## src/hw/rtl/pfe_pkg.sv

```systemverilog
package pfe_pkg;

    localparam int MAX_WIDTH   = 48;
    localparam int ARG_BITS    = 32;
    localparam int MAX_RESULTS = 48;
    localparam int NUM_DIGITS  = 11;

    localparam int WID_W  = 6;
    localparam int DIG_W  = 4;
    localparam int NDIG_W = $clog2(NUM_DIGITS + 1);
    localparam int IDX_W  = $clog2(NUM_DIGITS);
    localparam int CNT_W  = $clog2(ARG_BITS);

    localparam logic [1:0] RAD_HEX = 2'd0;
    localparam logic [1:0] RAD_DEC = 2'd1;
    localparam logic [1:0] RAD_OCT = 2'd2;

    localparam logic [7:0] CH_PCT   = 8'h25;
    localparam logic [7:0] CH_MINUS = 8'h2D;
    localparam logic [7:0] CH_SPACE = 8'h20;
    localparam logic [7:0] CH_ZERO  = 8'h30;
    localparam logic [7:0] CH_NINE  = 8'h39;
    localparam logic [7:0] CH_UA    = 8'h41;
    localparam logic [7:0] CH_LA    = 8'h61;
    localparam logic [7:0] CH_UF    = 8'h46;
    localparam logic [7:0] CH_UN    = 8'h4E;
    localparam logic [7:0] CH_UX    = 8'h58;
    localparam logic [7:0] CH_LC    = 8'h63;
    localparam logic [7:0] CH_LD    = 8'h64;
    localparam logic [7:0] CH_LH    = 8'h68;
    localparam logic [7:0] CH_LI    = 8'h69;
    localparam logic [7:0] CH_LL    = 8'h6C;
    localparam logic [7:0] CH_LN    = 8'h6E;
    localparam logic [7:0] CH_LO    = 8'h6F;
    localparam logic [7:0] CH_LP    = 8'h70;
    localparam logic [7:0] CH_LU    = 8'h75;
    localparam logic [7:0] CH_LX    = 8'h78;

    typedef struct packed {
        logic                is_char;
        logic [7:0]          chr;
        logic [ARG_BITS-1:0] arg;
        logic [1:0]          radix;
        logic                sgn;
        logic                upper;
        logic                short_arg;
        logic                lj;
        logic                lz;
        logic [WID_W-1:0]    width;
    } t_cmd;

    typedef struct packed {
        logic              is_char;
        logic [7:0]        chr;
        logic              neg;
        logic [NDIG_W-1:0] ndig;
        logic              upper;
        logic              lj;
        logic              lz;
        logic [WID_W-1:0]  width;
    } t_fld;

    function automatic logic [7:0] digit_char(input logic [DIG_W-1:0] d, input logic upper);
        logic [7:0] base;
        base = upper ? CH_UA : CH_LA;
        if (d < DIG_W'(10)) begin
            digit_char = CH_ZERO + {4'b0, d};
        end else begin
            digit_char = base + {4'b0, d} - 8'd10;
        end
    endfunction

endpackage

```

## src/hw/rtl/printf_format_engine.sv

```systemverilog
// Integer printf formatter fed one format byte per input beat, with the argument riding on
// the beat that ends a conversion. Beats that only move the parser (percent sign, flags,
// width digits, modifiers, unknown conversions) leave the block ready and give no output.
// An echoed byte or a %c field passes the parser's command register, the converter's
// field register and the emitter's setup state before its first character; a numeric field
// first runs the serial digit converter (one digit shifted in per cycle for hex and octal,
// one argument bit per cycle through the add-3 digit chain for decimal), then a converter
// state counts the digits and the emitter's setup state sizes the field. The field leaves
// through a single output register at one character per cycle when the sink keeps up, at
// most 48 characters; the next beat is taken once the field's last character is loaded.
module printf_format_engine
    import pfe_pkg::*;
(
    input  logic                i_clk,
    input  logic                i_rst_n,
    input  logic                i_in_valid,
    output logic                o_in_ready,
    input  logic [7:0]          i_fmt_char,
    input  logic [ARG_BITS-1:0] i_arg_value,
    output logic                o_out_valid,
    input  logic                i_out_ready,
    output logic [7:0]          o_out_char,
    output logic                o_last_char
);

    logic             w_cmd_valid;
    t_cmd             w_cmd;
    logic             w_fld_valid;
    t_fld             w_fld;
    logic [IDX_W-1:0] w_rd_idx;
    logic [DIG_W-1:0] w_rd_digit;
    logic             w_done;

    pfe_parser u_parser (
        .i_clk       (i_clk),
        .i_rst_n     (i_rst_n),
        .i_in_valid  (i_in_valid),
        .o_in_ready  (o_in_ready),
        .i_fmt_char  (i_fmt_char),
        .i_arg_value (i_arg_value),
        .i_done      (w_done),
        .o_cmd_valid (w_cmd_valid),
        .o_cmd       (w_cmd)
    );

    pfe_conv u_conv (
        .i_clk       (i_clk),
        .i_rst_n     (i_rst_n),
        .i_cmd_valid (w_cmd_valid),
        .i_cmd       (w_cmd),
        .i_rd_idx    (w_rd_idx),
        .o_rd_digit  (w_rd_digit),
        .o_fld_valid (w_fld_valid),
        .o_fld       (w_fld)
    );

    pfe_emit u_emit (
        .i_clk       (i_clk),
        .i_rst_n     (i_rst_n),
        .i_fld_valid (w_fld_valid),
        .i_fld       (w_fld),
        .o_rd_idx    (w_rd_idx),
        .i_rd_digit  (w_rd_digit),
        .o_done      (w_done),
        .o_out_valid (o_out_valid),
        .i_out_ready (i_out_ready),
        .o_out_char  (o_out_char),
        .o_last_char (o_last_char)
    );

endmodule

```

## src/hw/rtl/pfe_parser.sv

```systemverilog
module pfe_parser
    import pfe_pkg::*;
(
    input  logic                i_clk,
    input  logic                i_rst_n,
    input  logic                i_in_valid,
    output logic                o_in_ready,
    input  logic [7:0]          i_fmt_char,
    input  logic [ARG_BITS-1:0] i_arg_value,
    input  logic                i_done,
    output logic                o_cmd_valid,
    output t_cmd                o_cmd
);

    logic [2:0]       r_phase, n_phase;
    logic             r_lj, n_lj;
    logic             r_lz, n_lz;
    logic             r_long, n_long;
    logic             r_short, n_short;
    logic [WID_W-1:0] r_width, n_width;
    logic             r_busy, n_busy;
    logic             r_cmd_valid, n_cmd_valid;
    t_cmd             r_cmd, n_cmd;

    logic       v_accept;
    logic       v_p1, v_p2, v_p3;
    logic       v_digit, v_mod, v_clear, v_issue, v_known;
    logic [9:0] v_nw;

    always_comb begin
        n_phase     = r_phase;
        n_lj        = r_lj;
        n_lz        = r_lz;
        n_long      = r_long;
        n_short     = r_short;
        n_width     = r_width;
        n_busy      = r_busy;
        n_cmd_valid = 1'b0;
        n_cmd       = r_cmd;
        v_clear     = 1'b0;
        v_issue     = 1'b0;
        v_known     = 1'b1;
        v_accept    = i_in_valid && !r_busy;
        v_p1        = (r_phase == 3'd1);
        v_p2        = (r_phase == 3'd2);
        v_p3        = (r_phase == 3'd3);
        v_digit     = i_fmt_char inside {[CH_ZERO:CH_NINE]};
        v_mod       = i_fmt_char inside {CH_UF, CH_UN, CH_LL, CH_LH};
        v_nw        = ({4'b0, r_width} << 3) + ({4'b0, r_width} << 1) + {6'b0, i_fmt_char[3:0]};

        n_cmd.chr       = i_fmt_char;
        n_cmd.arg       = i_arg_value;
        n_cmd.is_char   = 1'b1;
        n_cmd.radix     = RAD_HEX;
        n_cmd.sgn       = 1'b0;
        n_cmd.upper     = 1'b0;
        n_cmd.short_arg = r_short && !r_long;
        n_cmd.lj        = 1'b0;
        n_cmd.lz        = 1'b0;
        n_cmd.width     = '0;

        if (v_accept) begin
            if (r_phase == 3'd0) begin
                if (i_fmt_char == CH_PCT) begin
                    n_phase = 3'd1;
                end else begin
                    v_issue = 1'b1;
                end
            end else if (v_p1 && i_fmt_char == CH_PCT) begin
                v_issue = 1'b1;
                v_clear = 1'b1;
            end else if (v_p1 && i_fmt_char == CH_MINUS) begin
                if (r_lj) begin
                    v_clear = 1'b1;
                end else begin
                    n_lj = 1'b1;
                end
            end else if (v_p1 && i_fmt_char == CH_ZERO) begin
                n_lz    = 1'b1;
                n_phase = 3'd2;
            end else if ((v_p1 || v_p2) && v_digit) begin
                n_width = (v_nw > 10'(MAX_WIDTH)) ? WID_W'(MAX_WIDTH) : v_nw[WID_W-1:0];
                n_phase = 3'd2;
            end else if ((v_p1 || v_p2 || v_p3) && v_mod) begin
                if (i_fmt_char == CH_LL) begin
                    n_long = 1'b1;
                end
                if (i_fmt_char == CH_LH) begin
                    n_short = 1'b1;
                end
                n_phase = 3'd3;
            end else begin
                v_clear       = 1'b1;
                n_cmd.is_char = 1'b0;
                n_cmd.lj      = r_lj;
                n_cmd.lz      = r_lz;
                n_cmd.width   = r_width;
                case (i_fmt_char)
                    CH_UX: begin
                        n_cmd.upper = 1'b1;
                    end
                    CH_LX, CH_LP, CH_LN: begin
                        n_cmd.radix = RAD_HEX;
                    end
                    CH_LD, CH_LI: begin
                        n_cmd.radix = RAD_DEC;
                        n_cmd.sgn   = 1'b1;
                    end
                    CH_LU: begin
                        n_cmd.radix = RAD_DEC;
                    end
                    CH_LO: begin
                        n_cmd.radix = RAD_OCT;
                    end
                    CH_LC: begin
                        n_cmd.is_char = 1'b1;
                        n_cmd.lz      = 1'b0;
                        n_cmd.chr     = i_arg_value[7:0];
                    end
                    default: begin
                        v_known = 1'b0;
                    end
                endcase
                v_issue = v_known;
            end
            if (v_clear) begin
                n_phase = 3'd0;
                n_lj    = 1'b0;
                n_lz    = 1'b0;
                n_long  = 1'b0;
                n_short = 1'b0;
                n_width = '0;
            end
            if (v_issue) begin
                n_cmd_valid = 1'b1;
                n_busy      = 1'b1;
            end
        end
        if (i_done) begin
            n_busy = 1'b0;
        end
    end

    always_ff @(posedge i_clk) begin
        if (!i_rst_n) begin
            r_phase     <= 3'd0;
            r_lj        <= 1'b0;
            r_lz        <= 1'b0;
            r_long      <= 1'b0;
            r_short     <= 1'b0;
            r_width     <= '0;
            r_busy      <= 1'b0;
            r_cmd_valid <= 1'b0;
        end else begin
            r_phase     <= n_phase;
            r_lj        <= n_lj;
            r_lz        <= n_lz;
            r_long      <= n_long;
            r_short     <= n_short;
            r_width     <= n_width;
            r_busy      <= n_busy;
            r_cmd_valid <= n_cmd_valid;
        end
    end

    always_ff @(posedge i_clk) begin
        r_cmd <= n_cmd;
    end

    assign o_in_ready  = !r_busy;
    assign o_cmd_valid = r_cmd_valid;
    assign o_cmd       = r_cmd;

endmodule

```

## src/hw/rtl/pfe_conv.sv

```systemverilog
module pfe_conv
    import pfe_pkg::*;
(
    input  logic             i_clk,
    input  logic             i_rst_n,
    input  logic             i_cmd_valid,
    input  t_cmd             i_cmd,
    input  logic [IDX_W-1:0] i_rd_idx,
    output logic [DIG_W-1:0] o_rd_digit,
    output logic             o_fld_valid,
    output t_fld             o_fld
);

    localparam logic [1:0] C_IDLE = 2'd0;
    localparam logic [1:0] C_RUN  = 2'd1;
    localparam logic [1:0] C_CNT  = 2'd2;

    localparam logic [ARG_BITS-1:0] SHORT_MASK = ARG_BITS'({16{1'b1}});

    logic [1:0]          r_state, n_state;
    logic [CNT_W-1:0]    r_cnt, n_cnt;
    logic                r_fld_valid, n_fld_valid;
    logic [ARG_BITS-1:0] r_val, n_val;
    logic [1:0]          r_radix, n_radix;
    t_fld                r_fld, n_fld;
    logic [DIG_W-1:0]    r_dig [NUM_DIGITS];
    logic [DIG_W-1:0]    n_dig [NUM_DIGITS];

    logic [DIG_W-1:0]    v_adj [NUM_DIGITS];
    logic [ARG_BITS-1:0] v_arg;
    logic                v_sb;
    logic [NDIG_W-1:0]   v_ndig;

    always_comb begin
        n_state     = r_state;
        n_cnt       = r_cnt;
        n_fld_valid = 1'b0;
        n_val       = r_val;
        n_radix     = r_radix;
        n_fld       = r_fld;
        n_dig       = r_dig;
        v_arg       = i_cmd.short_arg ? (i_cmd.arg & SHORT_MASK) : i_cmd.arg;
        v_sb        = i_cmd.short_arg ? i_cmd.arg[15] : i_cmd.arg[ARG_BITS-1];
        v_ndig      = NDIG_W'(1);
        for (int i = 0; i < NUM_DIGITS; i++) begin
            v_adj[i] = (r_dig[i] >= DIG_W'(5)) ? r_dig[i] + DIG_W'(3) : r_dig[i];
        end
        for (int i = 1; i < NUM_DIGITS; i++) begin
            if (r_dig[i] != '0) begin
                v_ndig = NDIG_W'(i + 1);
            end
        end

        case (r_state)
            C_IDLE: begin
                if (i_cmd_valid) begin
                    n_fld.is_char = i_cmd.is_char;
                    n_fld.chr     = i_cmd.chr;
                    n_fld.upper   = i_cmd.upper;
                    n_fld.lj      = i_cmd.lj;
                    n_fld.lz      = i_cmd.lz;
                    n_fld.width   = i_cmd.width;
                    n_fld.ndig    = NDIG_W'(1);
                    n_fld.neg     = 1'b0;
                    if (i_cmd.is_char) begin
                        n_fld_valid = 1'b1;
                    end else begin
                        n_fld.neg = i_cmd.sgn && v_sb;
                        if (i_cmd.sgn && v_sb) begin
                            n_val = i_cmd.short_arg ? ((~v_arg + 1'b1) & SHORT_MASK)
                                                    : (~v_arg + 1'b1);
                        end else begin
                            n_val = v_arg;
                        end
                        n_radix = i_cmd.radix;
                        n_cnt   = (i_cmd.radix == RAD_DEC) ? CNT_W'(ARG_BITS - 1)
                                                           : CNT_W'(NUM_DIGITS - 1);
                        for (int i = 0; i < NUM_DIGITS; i++) begin
                            n_dig[i] = '0;
                        end
                        n_state = C_RUN;
                    end
                end
            end
            C_RUN: begin
                if (r_radix == RAD_DEC) begin
                    for (int i = 0; i < NUM_DIGITS; i++) begin
                        if (i == 0) begin
                            n_dig[i] = {v_adj[i][DIG_W-2:0], r_val[ARG_BITS-1]};
                        end else begin
                            n_dig[i] = {v_adj[i][DIG_W-2:0], v_adj[i-1][DIG_W-1]};
                        end
                    end
                    n_val = r_val << 1;
                end else begin
                    for (int i = 0; i < NUM_DIGITS - 1; i++) begin
                        n_dig[i] = r_dig[i+1];
                    end
                    if (r_radix == RAD_HEX) begin
                        n_dig[NUM_DIGITS-1] = r_val[3:0];
                        n_val               = r_val >> 4;
                    end else begin
                        n_dig[NUM_DIGITS-1] = {1'b0, r_val[2:0]};
                        n_val               = r_val >> 3;
                    end
                end
                n_cnt = r_cnt - 1'b1;
                if (r_cnt == '0) begin
                    n_state = C_CNT;
                end
            end
            C_CNT: begin
                n_fld.ndig  = v_ndig;
                n_fld_valid = 1'b1;
                n_state     = C_IDLE;
            end
            default: begin
                n_state = C_IDLE;
            end
        endcase
    end

    always_ff @(posedge i_clk) begin
        if (!i_rst_n) begin
            r_state     <= C_IDLE;
            r_cnt       <= '0;
            r_fld_valid <= 1'b0;
        end else begin
            r_state     <= n_state;
            r_cnt       <= n_cnt;
            r_fld_valid <= n_fld_valid;
        end
    end

    always_ff @(posedge i_clk) begin
        r_val   <= n_val;
        r_radix <= n_radix;
        r_fld   <= n_fld;
        r_dig   <= n_dig;
    end

    assign o_rd_digit  = (i_rd_idx < IDX_W'(NUM_DIGITS)) ? r_dig[i_rd_idx] : '0;
    assign o_fld_valid = r_fld_valid;
    assign o_fld       = r_fld;

endmodule

```

## src/hw/rtl/pfe_emit.sv

```systemverilog
module pfe_emit
    import pfe_pkg::*;
(
    input  logic             i_clk,
    input  logic             i_rst_n,
    input  logic             i_fld_valid,
    input  t_fld             i_fld,
    output logic [IDX_W-1:0] o_rd_idx,
    input  logic [DIG_W-1:0] i_rd_digit,
    output logic             o_done,
    output logic             o_out_valid,
    input  logic             i_out_ready,
    output logic [7:0]       o_out_char,
    output logic             o_last_char
);

    localparam logic [1:0] E_IDLE  = 2'd0;
    localparam logic [1:0] E_SETUP = 2'd1;
    localparam logic [1:0] E_RUN   = 2'd2;

    logic [1:0]       r_state, n_state;
    logic             r_ovalid, n_ovalid;
    logic [WID_W-1:0] r_p, n_p;
    t_fld             r_fld, n_fld;
    logic [WID_W-1:0] r_pre, n_pre;
    logic [WID_W-1:0] r_bstart, n_bstart;
    logic [WID_W-1:0] r_bend, n_bend;
    logic [WID_W-1:0] r_lastp, n_lastp;
    logic [IDX_W-1:0] r_didx, n_didx;
    logic [7:0]       r_ochar, n_ochar;
    logic             r_olast, n_olast;

    logic [WID_W-1:0] v_blen, v_actual, v_pad, v_tot, v_pre;
    logic             v_adv, v_last, v_body;
    logic [7:0]       v_char;

    always_comb begin
        v_blen   = r_fld.is_char ? WID_W'(1) : WID_W'(r_fld.ndig);
        v_actual = v_blen + WID_W'(r_fld.neg);
        v_pad    = (r_fld.width > v_actual) ? r_fld.width - v_actual : '0;
        v_tot    = (r_fld.width > v_actual) ? r_fld.width : v_actual;
        v_tot    = (v_tot > WID_W'(MAX_RESULTS)) ? WID_W'(MAX_RESULTS) : v_tot;
        v_pre    = r_fld.lj ? '0 : v_pad;

        v_adv  = (r_state == E_RUN) && (!r_ovalid || i_out_ready);
        v_last = (r_p == r_lastp);
        v_body = 1'b0;
        if (r_fld.neg && r_fld.lz && r_p == '0) begin
            v_char = CH_MINUS;
        end else if (r_fld.neg && !r_fld.lz && r_p == r_pre) begin
            v_char = CH_MINUS;
        end else if (r_p < r_bstart) begin
            v_char = r_fld.lz ? CH_ZERO : CH_SPACE;
        end else if (r_p < r_bend) begin
            v_body = 1'b1;
            v_char = r_fld.is_char ? r_fld.chr : digit_char(i_rd_digit, r_fld.upper);
        end else begin
            v_char = CH_SPACE;
        end

        n_state  = r_state;
        n_ovalid = r_ovalid;
        n_p      = r_p;
        n_fld    = r_fld;
        n_pre    = r_pre;
        n_bstart = r_bstart;
        n_bend   = r_bend;
        n_lastp  = r_lastp;
        n_didx   = r_didx;
        n_ochar  = r_ochar;
        n_olast  = r_olast;
        o_done   = 1'b0;

        if (r_ovalid && i_out_ready) begin
            n_ovalid = 1'b0;
        end

        case (r_state)
            E_IDLE: begin
                if (i_fld_valid) begin
                    n_fld   = i_fld;
                    n_state = E_SETUP;
                end
            end
            E_SETUP: begin
                n_pre    = v_pre;
                n_bstart = v_pre + WID_W'(r_fld.neg);
                n_bend   = v_pre + WID_W'(r_fld.neg) + v_blen;
                n_lastp  = v_tot - 1'b1;
                n_didx   = IDX_W'(r_fld.ndig - 1'b1);
                n_p      = '0;
                n_state  = E_RUN;
            end
            E_RUN: begin
                if (v_adv) begin
                    n_ovalid = 1'b1;
                    n_ochar  = v_char;
                    n_olast  = v_last;
                    n_p      = r_p + 1'b1;
                    if (v_body) begin
                        n_didx = r_didx - 1'b1;
                    end
                    if (v_last) begin
                        o_done  = 1'b1;
                        n_state = E_IDLE;
                    end
                end
            end
            default: begin
                n_state = E_IDLE;
            end
        endcase
    end

    always_ff @(posedge i_clk) begin
        if (!i_rst_n) begin
            r_state  <= E_IDLE;
            r_ovalid <= 1'b0;
            r_p      <= '0;
        end else begin
            r_state  <= n_state;
            r_ovalid <= n_ovalid;
            r_p      <= n_p;
        end
    end

    always_ff @(posedge i_clk) begin
        r_fld    <= n_fld;
        r_pre    <= n_pre;
        r_bstart <= n_bstart;
        r_bend   <= n_bend;
        r_lastp  <= n_lastp;
        r_didx   <= n_didx;
        r_ochar  <= n_ochar;
        r_olast  <= n_olast;
    end

    assign o_rd_idx    = r_didx;
    assign o_out_valid = r_ovalid;
    assign o_out_char  = r_ochar;
    assign o_last_char = r_olast;

    a_done_shows_last: assert property (@(posedge i_clk) disable iff (!i_rst_n)
        o_done |=> o_out_valid && o_last_char)
        else $error("final beat of a field was not presented");

    a_pos_in_range: assert property (@(posedge i_clk) disable iff (!i_rst_n)
        (r_state == E_RUN) |-> (r_p <= r_lastp))
        else $error("character position ran past the end of the field");

    a_len_capped: assert property (@(posedge i_clk) disable iff (!i_rst_n)
        (r_state == E_RUN) |-> (r_lastp < WID_W'(MAX_RESULTS)))
        else $error("field longer than the result limit");

    a_digit_idx: assert property (@(posedge i_clk) disable iff (!i_rst_n)
        (r_state == E_RUN && v_body && !r_fld.is_char) |-> (r_didx < IDX_W'(NUM_DIGITS)))
        else $error("digit index out of range");

endmodule
```

## config.mk

```make
export PLATFORM = sky130hd
export DESIGN_NAME = printf_format_engine
export DESIGN_NICKNAME = d
export VERILOG_FILES = /design/src/hw/rtl/pfe_pkg.sv /design/src/hw/rtl/printf_format_engine.sv /design/src/hw/rtl/pfe_parser.sv /design/src/hw/rtl/pfe_conv.sv /design/src/hw/rtl/pfe_emit.sv
export SDC_FILE = /design/constraint.sdc
export NUM_CORES = 1
export LEC_CHECK = 0
export ABC_CLOCK_PERIOD_IN_PS = 17320
export CAP_MARGIN = 40
export CORE_ASPECT_RATIO = 1.25
export CORE_MARGIN = 2
export CORE_UTILIZATION = 50
export DETAILED_ROUTE_END_ITERATION = 16
export DONT_BUFFER_PORTS = 1
export PLACE_DENSITY_LB_ADDON = 0.2
export SLEW_MARGIN = 20
export SYNTH_ARGS = -nofsm -noshare
export SYNTH_HDL_FRONTEND = slang
export SYNTH_HIERARCHICAL = 1
export SYNTH_SLANG_ARGS = --single-unit
```

## constraint.sdc

```tcl
create_clock -name i_clk -period 17.32 [get_ports i_clk]
set_clock_uncertainty 0.2 [all_clocks]
set_input_delay 5.196 -clock i_clk [delete_from_list [all_inputs] [get_ports i_clk]]
set_output_delay 5.196 -clock i_clk [all_outputs]
set_load 0.05 [all_outputs]
```

==> metrics.txt, run 1 <==
I/O Pins=55; layout cell share with drive strength beyond 1=7.62%; Ys Warns=6; DR WL/cell=16.9 um; CTS max path bufs=3; CP cell instances=fa_1, fa_1, o41a_1, a2111oi_4, a31o_1; Die Height=189 um; status=finished, final reports clean; CTS resizes=0; most area-hungry cell type in the Yosys netlist=edfxtp_1; period utilisation layout=40.8%; sequential fraction of the synthesis area=47.7%; synthesized area=13,700 sq um; maximum vdd drop=0.0782 mV; setup_tns=0 ns; delay-heaviest family, CP=compound AO/OA/AOI/OAI gates; routed via count=9,546; synthesized instance count=1,328; Power Total=0.00120 W; Rel. slew slack=46.8%; ys async rst share=0%; commonest non-fill, non-tap cell in the layout=edfxtp_1; Die Width=152 um; grt ovf=0; synthesized flop and latch total=246; Worst EP required=17.61 ns; final hold vios=0; Die ar.=28,700 sq um; PortBufs=0; crit path capture type=flip-flop; crit-path max FO=22; clock-pin slew on the worst setup and hold paths=0.07 ns; Final HPWL DP=20.0 mm; top-area cell type share of the netlist area=35.3%; vias per std cell=5.71; Starting Density=50.9%; Buf/Inv on CP=0; first-pass GRT wire length=47.3 mm; placed insts=1,623; # hold bufs at CTS=0; Tightest Hold Check Type=flip-flop to flip-flop; total track usage=19.5%; Power Density=81.4 nW/um^2; Residual DRC=0; synthesized area per cell=10.3 sq um; # H-tree levels=1; Finished Layout Cells=1,672; Num CTS Buffers=26; Fmax=0.142 GHz; CP max-delay cell=fa_1; core area=26,900 sq um; RSZ-0062 raised after global routing=no; Setup Crit Path Kind=input port to flip-flop; Clock Latency Late Sink=0.54 ns; Post-Syn Nets=1,442; Post-synth EDFFs=161; root buffer cell=clkbuf_16; commonest non-fill, non-tap cells in the layout=edfxtp_1 (161), nor2_1 (125), a21oi_1 (117), nand2_1 (99), dfxtp_1 (85); Max-Cap Viols=0; Netlist cell types=89; Worst EP arrival=7.35 ns; Post-DRT Antenna Nets=0; vias in the first global route=9,405; synth top area cells=edfxtp_1 (35%), dfxtp_1 (12%), ha_1 (6.0%); CP most frequent cell=fa_1; # setup viols final=0; Setup crit start kind=input port; Static Leak=5.66 nW; Final Max Slew Viols=0; GP Congestion=0.881; Slew @ Worst Pin=0.798 ns; largest net degree at the start of global routing=61; area grow syn2layout=8.00%; row cnt=67; fillers=2,354; CP peak stage delay=0.54 ns; total wire length=28.3 mm; Setup Buffers After CTS=0; initial antenna violation count=0; CTS tree=done; # nets final=1,420; Iteration-0 DRC Markers=588; Main synth FF type=edfxtp_1; drt pass-1 iters=5; # clock sinks=246; Tmin final=7.06 ns
==> area by class of cell <==
cell class | count | area, sq um | share of cell area (%)
sequential | 246 | 6540 | 44.2
tap | 345 | 432 | 2.92
clock buffer | 35 | 704 | 4.76
clock inverter | 13 | 98.8 | 0.668
inverter | 68 | 255 | 1.73
timing repair buffer | 12 | 97.6 | 0.660
multi-input combinational | 952 | 6660 | 45.0
antenna | 1 | 2.50 | 0.0169
==> metrics by stage <==
stage	setup slack [ns]	instance area, sq um	utilization [%]	hold slack, ns
finish	10.26	14800	55.0	0.204
global route	10.18	14800	54.9	0.213
CTS	10.26	14800	54.9	0.207
detailed placement	9.70	14000	52.0	0.189
global placement	9.74	14000	51.9	0.188
floorplan	9.86	13700	-	0.186
==> worst paths after layout <==
kind                           startpoint                               end  slack [ns]  cells past startpoint
min reg2reg  u_parser/o_cmd[3]$_SDFF_PP0_         u_conv/o_fld[3]$_DFFE_PP_        0.20                      0
min          u_parser/o_cmd[3]$_SDFF_PP0_         u_conv/o_fld[3]$_DFFE_PP_        0.20                      0
max reg2reg    u_emit/r_fld[22]$_DFFE_PP_        u_emit/r_bend[5]$_DFFE_PP_       11.25                     21
max                         i_fmt_char[3]  u_parser/r_width[0]$_SDFFE_PN0P_       10.26                      5
==> worst reg2reg max path: cells and delay by family, from the launching register on <==
family,cells,cell delay [ns]
xor gates and xnor gates,2,0.43
adders and majority gates,6,1.58
and+or+nand+nor,6,1.62
DFF,1,0.63
AOI/OAI and AO/OA,5,1.21
buffers and inverters,2,0.15
==> flip-flops by register name, summed over array words and instances, names as in the netlist, 6 cells and up <==
name and flops:
u_emit/r_pre 6, u_emit/r_lastp 6, u_emit/r_fld 23, u_conv/o_fld 23, u_emit/r_bstart 6, u_parser/o_cmd 54
u_emit/o_out_char 8, u_emit/r_p 6, u_parser/r_width 6, u_conv/r_dig 44, u_emit/r_bend 6, u_conv/r_val 32
==> logic make-up (layout without fill, tap and decap cells) <==
kind of cell,count (synthesis),count (layout),share of synthesized area [%]
simple gates,430,430,16.4
compound gates,311,311,14.9
flops,246,246,47.7
buf+inv,130,128,3.84
xor+xnor,83,83,5.41
fa+ha+maj,70,70,6.62
mux,58,58,5.14
other cells,0,1,0
==> power breakdown <==
group	internal, W	switching, W
combinational	0.0000179	0.0000226
clock	0.000289	0.000231
sequential	0.000633	0.0000104
total	0.000940	0.000264
==> routing by layer <==
metal  GRT usage, %  vias to the layer above  wire [um]
li1               -                     4779          -
met1           25.8                     4507      12800
met2           33.9                      213      13700
met3           2.38                       47       1050
met4           5.46                        0        661
met5              0                        -          0
==> cell usage after synthesis, drive strengths merged (3+ instances only) <==
library cell and number:
a21oi 118, nor3 29, mux2 5, nand4 6
xnor2 34, xor2 48, ha 66, mux4 8
buf 15, mux2i 45, nor2b 26, a311oi 6
a41oi 6, o21ai 54, clkbuf 47, a21boi 5
a31o 4, and2 21, o2111ai 3, nand3 25
a31oi 9, and3 9, a211oi 24, nor3b 24
inv 68, o211ai 4, nor2 129, and3b 3
nor4 11, o31ai 20, o22ai 17, a2111oi 3
nor4b 4, o41ai 5, nand3b 5, o21a 6
edfxtp 161, a21o 13, nand2 99, or2 4
fa 4, dfxtp 85, nand2b 22
(Power assumes the default switching activity.)
==> inputs of run 2 (changes only) <==
Settings changed: ABC_AREA set to 1, ABC_CLOCK_PERIOD_IN_PS 17320 to 5700.
Clock period 17.32 ns to 5.7 ns, I/O delays scaled along.
==> run 2 against run 1 <==
Against the previous run: hold slack about the same; critical path type is now flip-flop to flip-flop; cell count increased by 22%; sequential power increased to 3.0 times the previous value; highest routed layer unchanged; final area increased by 3.2%.
==> metrics.txt, run 2 <==
CP most frequent cell=ha_1; switching share of total power=21.6% (-0.36 points); grt ovf=0 (unchanged); drt pass-1 iters=6 (+1); CTS tree=done; synth top area cells=edfxtp_1 (35%), dfxtp_1 (12%), nand2_1 (9.4%); PortBufs=0 (unchanged); delay-heaviest family, CP=simple AND/OR/NAND/NOR gates; most area-hungry cell type in the Yosys netlist=edfxtp_1; Die ar.=29,400 sq um (+2.2%); Metal-1 WL=13.3 mm (+3.7%); final hold vios=0 (unchanged); Worst EP required=5.78 ns (-11.83 ns); fillers=2,549 (+8.3%); status=finished, final reports clean; Main synth FF type=edfxtp_1; Worst EP arrival=4.82 ns (-2.53 ns); Slew @ Worst Pin=0.808 ns (+0.00987 ns); setup_tns=0 ns (unchanged); top-area cell type share of the netlist area=34.5% (-0.76 points); CP max-delay cell=edfxtp_1; antenna diode count=0 (-1); CP peak stage delay=0.59 ns (+0.05 ns); synthesized area per cell=8.44 sq um (-18%); synthesized area=14,000 sq um (+2.2%); Netlist cell types=59 (-34%); Setup crit start kind=flip-flop; Net Sw Power=0.000827 W (+210%); Place WS=0.947 ns (-8.75 ns); DR top layer=met4; Die Width=154 um (+1.1%); GP Congestion=0.894 (+1.5%); # H-tree levels=1 (unchanged); # hold bufs at CTS=0 (unchanged); Power Density=252 nW/um^2 (+210%); CTS max path bufs=3 (unchanged); post-synthesis simple-gate area fraction=22.9% (+6.6 points); routed wl met3=1.19 mm (+13%); routed via count=10,900 (+14%); multiplexer share of the synthesized area=0% (-5.1 points); Iteration-0 DRC Markers=629 (+7.0%); largest family of logic cells by synthesized area=simple AND/OR/NAND/NOR gates; period utilisation layout=83.3%; crit-path max FO=10 (-55%); Num CTS Buffers=26 (unchanged); Setup Buffers After CTS=0 (unchanged); RSZ-0062 raised after global routing=no; synthesized instance count=1,659 (+25%); Static Leak=6.61 nW (+17%); Clk network pwr share=44.9% (+1.7 points); Post-synth top cells=nand2_1 (352), inv_1 (225), edfxtp_1 (161); combinational share of power=4.1% (+0.7 points); multi-input logic area=6370 sq um (-4.4%); Reg power frac=51.0% (-2.5 points); Buf/Inv on CP=3 (+3); Die Height=191 um (+1.1%); Tmin final=4.75 ns; vias per std cell=5.34 (-6.5%); Internal Power=0.00301 W (+220%); Residual DRC=0 (unchanged); core area=27,600 sq um (+2.4%); max reg flops=54 (unchanged); Clock Latency Late Sink=0.54 ns (about the same); Tightest Hold Check Type=flip-flop to flip-flop; Final Max Slew Viols=0 (unchanged); crit path capture type=flip-flop; Rel. slew slack=46.1% (-0.67 points); clock-pin slew on the worst setup and hold paths=0.06 ns (about the same); first-pass GRT wire length=50.4 mm (+6.4%); total track usage=20.6% (+1.1 points); xor and xnor area share after synthesis=3.25% (-2.2 points); commonest non-fill, non-tap cell in the layout=nand2_1; compound-cell area share of the yosys netlist=12.6% (-2.2 points); # nets final=1,776 (+25%); maximum vdd drop=0.246 mV (+210%); Post-synth EDFFs=161 (unchanged); CTS resizes=0 (unchanged); row cnt=68 (+1.5%); # clock sinks=246 (unchanged); layout cell share with drive strength beyond 1=8.44% (+0.83 points); DR WL/cell=15.0 um (-12%); FF+latch area=6540 sq um (unchanged); area grow syn2layout=9.00%; fin worst setup slack=0.954 ns (-9.30 ns); initial antenna violation count=0 (unchanged); Final HPWL DP=22.5 mm (+13%); synthesized flop and latch total=246 (unchanged); sequential fraction of the synthesis area=46.7% (-1.0 points); Starting Density=50.8% (-0.11 points); WL met2=15.2 mm (+11%); # setup viols final=0 (unchanged); commonest non-fill, non-tap cells in the layout=nand2_1 (352), inv_1 (224), edfxtp_1 (161), nor2_1 (156), o21ai_0 (122); I/O Pins=55 (unchanged); Post-DRT Antenna Nets=0 (unchanged); Synth Area in Adders=6.47% (-0.14 points); root buffer cell=clkbuf_16; Max-Cap Viols=0 (unchanged); Setup Crit Path Kind=flip-flop to flip-flop; vias in the first global route=10,500 (+12%); largest net degree at the start of global routing=66 (+8.2%); Fmax=0.211 GHz; ys async rst share=0% (unchanged); most numerous cell in the Yosys netlist=nand2_1; total wire length=30.4 mm (+7.4%); Post-Syn Nets=1,773 (+23%); Ys Warns=6 (unchanged)
## run 2: cell types whose count changed after synthesis, sizes merged, moves of 18 or more
cell | before | now
a21oi | 118 | 94
a22oi | 1 | 19
and2 | 21 | 3
clkbuf | 47 | 14
inv | 68 | 239
mux2i | 45 | 0
nand2 | 99 | 370
nand2b | 22 | 0
nand3 | 25 | 102
nor2 | 129 | 175
nor2b | 26 | 0
o21ai | 54 | 134
xnor2 | 34 | 8
## run 2: cell type report
type / instances / area share, %
sequential: 246 / 42.8
multi-input combinational: 1135 / 41.7
inverter: 240 / 5.94
clock buffer: 33 / 4.71
tap: 350 / 2.87
clock inverter: 15 / 1.06
timing repair buffer: 13 / 0.853
## run 2: metrics by stage
stage	area (sq um)	power [W]	util [%]	instances	hold WS, ns
2_1_floorplan	14000	0.00211	-	1659	0.183
6_report	15300	0.00384	55.3	2032	0.205
3_3_place_gp	14300	0.00215	51.9	1980	0.186
5_1_grt	15300	0.00398	55.3	2032	0.213
3_5_place_dp	14400	0.00215	52.1	1982	0.190
4_1_cts	15200	0.00388	55.3	2030	0.204
## run 2: kinds of logic after synthesis
kind of cell | after synthesis
AOI/OAI and AO/OA | 304
xor gates and xnor gates | 52
adders and majority gates | 70
buffers and inverters | 278
DFF | 246
and+or+nand+nor | 709
## run 2: worst paths after layout
check / startpoint / endpoint / slack (ns) / cells past startpoint
hold / removal: u_parser/o_cmd[2]$_SDFF_PP0_ / u_conv/o_fld[2]$_DFFE_PP_ / 0.20 / 0
setup / recovery: u_emit/r_fld[22]$_DFFE_PP_ / u_emit/r_bend[5]$_DFFE_PP_ / 0.95 / 26
hold reg to reg: u_parser/o_cmd[2]$_SDFF_PP0_ / u_conv/o_fld[2]$_DFFE_PP_ / 0.20 / 0
setup reg to reg: u_emit/r_fld[22]$_DFFE_PP_ / u_emit/r_bend[5]$_DFFE_PP_ / 0.95 / 26
## run 2: metal layers
metal / vias to the layer above / GRT usage [%]
met5: - / 0
met4: 0 / 5.68
met3: 49 / 2.63
met2: 232 / 36.6
met1: 5026 / 26.5
li1: 5543 / -
## run 2: power groups by stage
stage	registers (W)	clock network (W)	logic, W
2_1_floorplan	0.00199	0	0.000124
3_3_place_gp	0.00199	0	0.000155
3_5_place_dp	0.00199	0	0.000158
4_1_cts	0.00196	0.00177	0.000159
5_1_grt	0.00196	0.00184	0.000181
6_report	0.00196	0.00172	0.000159
==> inputs of run 3 (changes only) <==
Settings changed: ABC_CLOCK_PERIOD_IN_PS 5700 to 4300.
Clock period 5.7 ns to 4.3 ns, I/O delays scaled along.
==> run 3 against run 2 <==
Against the previous run: first-iteration DRC count is 4.9% lower; sequential cell count is the same; utilization is 0.55 points higher; register-to-register slack worse by 0.73 ns; critical endpoint unchanged; routed wire length shrank 0.59%; largest power group unchanged; final area increased by 0.99%; via count increased by 0.25%; non-clock buffer count rose by 7; largest cell class unchanged; cell count is 0.34% higher; highest routed layer unchanged.
==> metrics.txt, run 3 (synthesis gave the netlist of run 2 again) <==
routed via count=10,900 (+0.25%); Tmin final=4.08 ns (-0.670 ns); Setup Crit Path Kind=flip-flop to flip-flop; CP cell instances=buf_4, nor2_8, ha_4, fa_1, o21bai_1, nand2_2, nand2_4, nand2_4, nand2_8, nand3_4, nor2_2, ha_2, ha_2, inv_1, xor2_1, ha_1, nand3_1, nand3_2, a21oi_1, nand3b_1, nand2_1, nand2_1; CP max-delay cell=fa_1; # setup viols final=0 (unchanged); met3 Use GR=2.49% (-0.14 points); row cnt=68 (unchanged); Static Leak=6.66 nW (+0.81%); Iteration-0 DRC Markers=598 (-4.9%); CTS max path bufs=3 (unchanged); # clock sinks=246 (unchanged); PortBufs=0 (unchanged); hold slack final=0.203 ns (-0.00127 ns); CP peak stage delay=0.43 ns (-0.16 ns); Worst EP required=4.39 ns (-1.39 ns); I/O Pins=55 (unchanged); total track usage=20.6% (+0.031 points); final hold vios=0 (unchanged); Power Total=0.00511 W (+33%); drt pass-1 iters=5 (-1); commonest non-fill, non-tap cell in the layout=nand2_1; final instance area=15,400 sq um (+0.99%); Power Density=331 nW/um^2 (+32%); layout cell share with drive strength beyond 1=9.65% (+1.2 points); Slew @ Worst Pin=0.851 ns (+0.0426 ns); Post-DRT Antenna Nets=0 (unchanged); antenna diode count=0 (unchanged); largest net degree at the start of global routing=66 (unchanged); multi-input logic area=6430 sq um (+1.0%); Residual DRC=0 (unchanged); CTS tree=done; GP Congestion=0.884 (-1.1%); Setup crit start kind=flip-flop; Die ar.=29,400 sq um (unchanged); # nets final=1,783 (+0.39%); delay-heaviest family, CP=adder cells; Fmax=0.245 GHz (+16%); Die Height=191 um (unchanged); fillers=2,492 (-2.2%); first-pass GRT wire length=50.4 mm (about the same); Worst EP arrival=4.17 ns (-0.65 ns); status=finished, final reports clean; vias per std cell=5.33 (about the same); DR WL/cell=14.8 um (-0.93%); Tightest Hold Check Type=flip-flop to flip-flop; Buf/Inv on CP=2 (-1); Clock Latency Late Sink=0.54 ns (about the same); setup_tns=0 ns (unchanged); crit path capture type=flip-flop; core area=27,600 sq um (unchanged); clock-pin slew on the worst setup and hold paths=0.06 ns (about the same); Rel. slew slack=43.1% (-3.0 points); total wire length=30.2 mm (-0.59%); layer with the highest usage=met2; grt met2 use=37.3% (+0.72 points); crit-path max FO=9 (-1); Die Width=154 um (unchanged); Num CTS Buffers=26 (unchanged); initial antenna violation count=0 (unchanged); # H-tree levels=1 (unchanged); Max-Cap Viols=0 (unchanged); commonest non-fill, non-tap cells in the layout=nand2_1 (350), inv_1 (223), edfxtp_1 (161), nor2_1 (154), o21ai_0 (122); Final Max Slew Viols=0 (unchanged); Post-DP Area=14,400 sq um (+0.26%); area grow syn2layout=10.1%; RSZ-0062 raised after global routing=no; period utilisation layout=94.8% (+12 points); vias in the first global route=10,700 (+1.2%); maximum vdd drop=0.311 mV (+27%); Final HPWL DP=22.2 mm (-1.6%); Starting Density=50.8% (unchanged); met1 usage=25.7% (-0.81 points); FF+latch area=6540 sq um (unchanged); grt ovf=0 (unchanged); root buffer cell=clkbuf_16; max reg flops=54 (unchanged)
## run 3: cell types whose count changed in the layout (fill, tap and decap cells not counted), sizes merged
cell	change
buf	+7
clkinv	-2
clkinvlp	-2
inv	+1
bufinv	-1
clkbuf	+4
## run 3: area by class of cell
cell class                      count  area share (%)
Sequential cell                   246            42.4
Multi-Input combinational cell   1135            41.7
Inverter                          240            5.88
Clock buffer                       37            4.99
Tap cell                          350            2.84
Timing Repair Buffer               20            1.32
Clock inverter                     11           0.820
## run 3: what timing repair did
item	4_1_cts	5_1_grt
setup buffers	0	2
resized for setup	0	14
setup endpoints to repair	0	3
hold buffers	0	0
## run 3: through the flow
stage / cells / util [%] / worst slack, ns
2_1_floorplan: 1659 / - / 0.0518
6_report: 2039 / 55.9 / 0.224
5_1_grt: 2039 / 55.9 / 0.0107
3_3_place_gp: 1986 / 52.1 / 0.0862
3_5_place_dp: 1987 / 52.2 / 0.0198
4_1_cts: 2035 / 55.5 / 0.00923
## run 3: path summary, 6_finish.rpt
path	from	endpoint	slack [ns]	depth (start not counted)
hold reg to reg	u_parser/o_cmd[9]$_SDFF_PP0_	u_conv/o_fld[8]$_DFFE_PP_	0.20	0
setup / recovery	u_emit/r_fld[22]$_DFFE_PP_	u_emit/r_bend[5]$_DFFE_PP_	0.22	22
setup reg to reg	u_emit/r_fld[22]$_DFFE_PP_	u_emit/r_bend[5]$_DFFE_PP_	0.22	22
hold / removal	u_parser/o_cmd[9]$_SDFF_PP0_	u_conv/o_fld[8]$_DFFE_PP_	0.20	0
## run 3: metal layers
layer | vias up | wire, um
li1 | 5541 | -
met1 | 5069 | 13200
met3 | 54 | 1110
met2 | 213 | 15000
met5 | - | 0
met4 | 0 | 824
## run 3: report_power, final
part           switching, W  internal [W]  leakage (nW)
combinational      0.000142     0.0000757          4.04
clock              0.000923       0.00137         0.441
sequential        0.0000337       0.00256          2.17
total               0.00110       0.00401          6.66
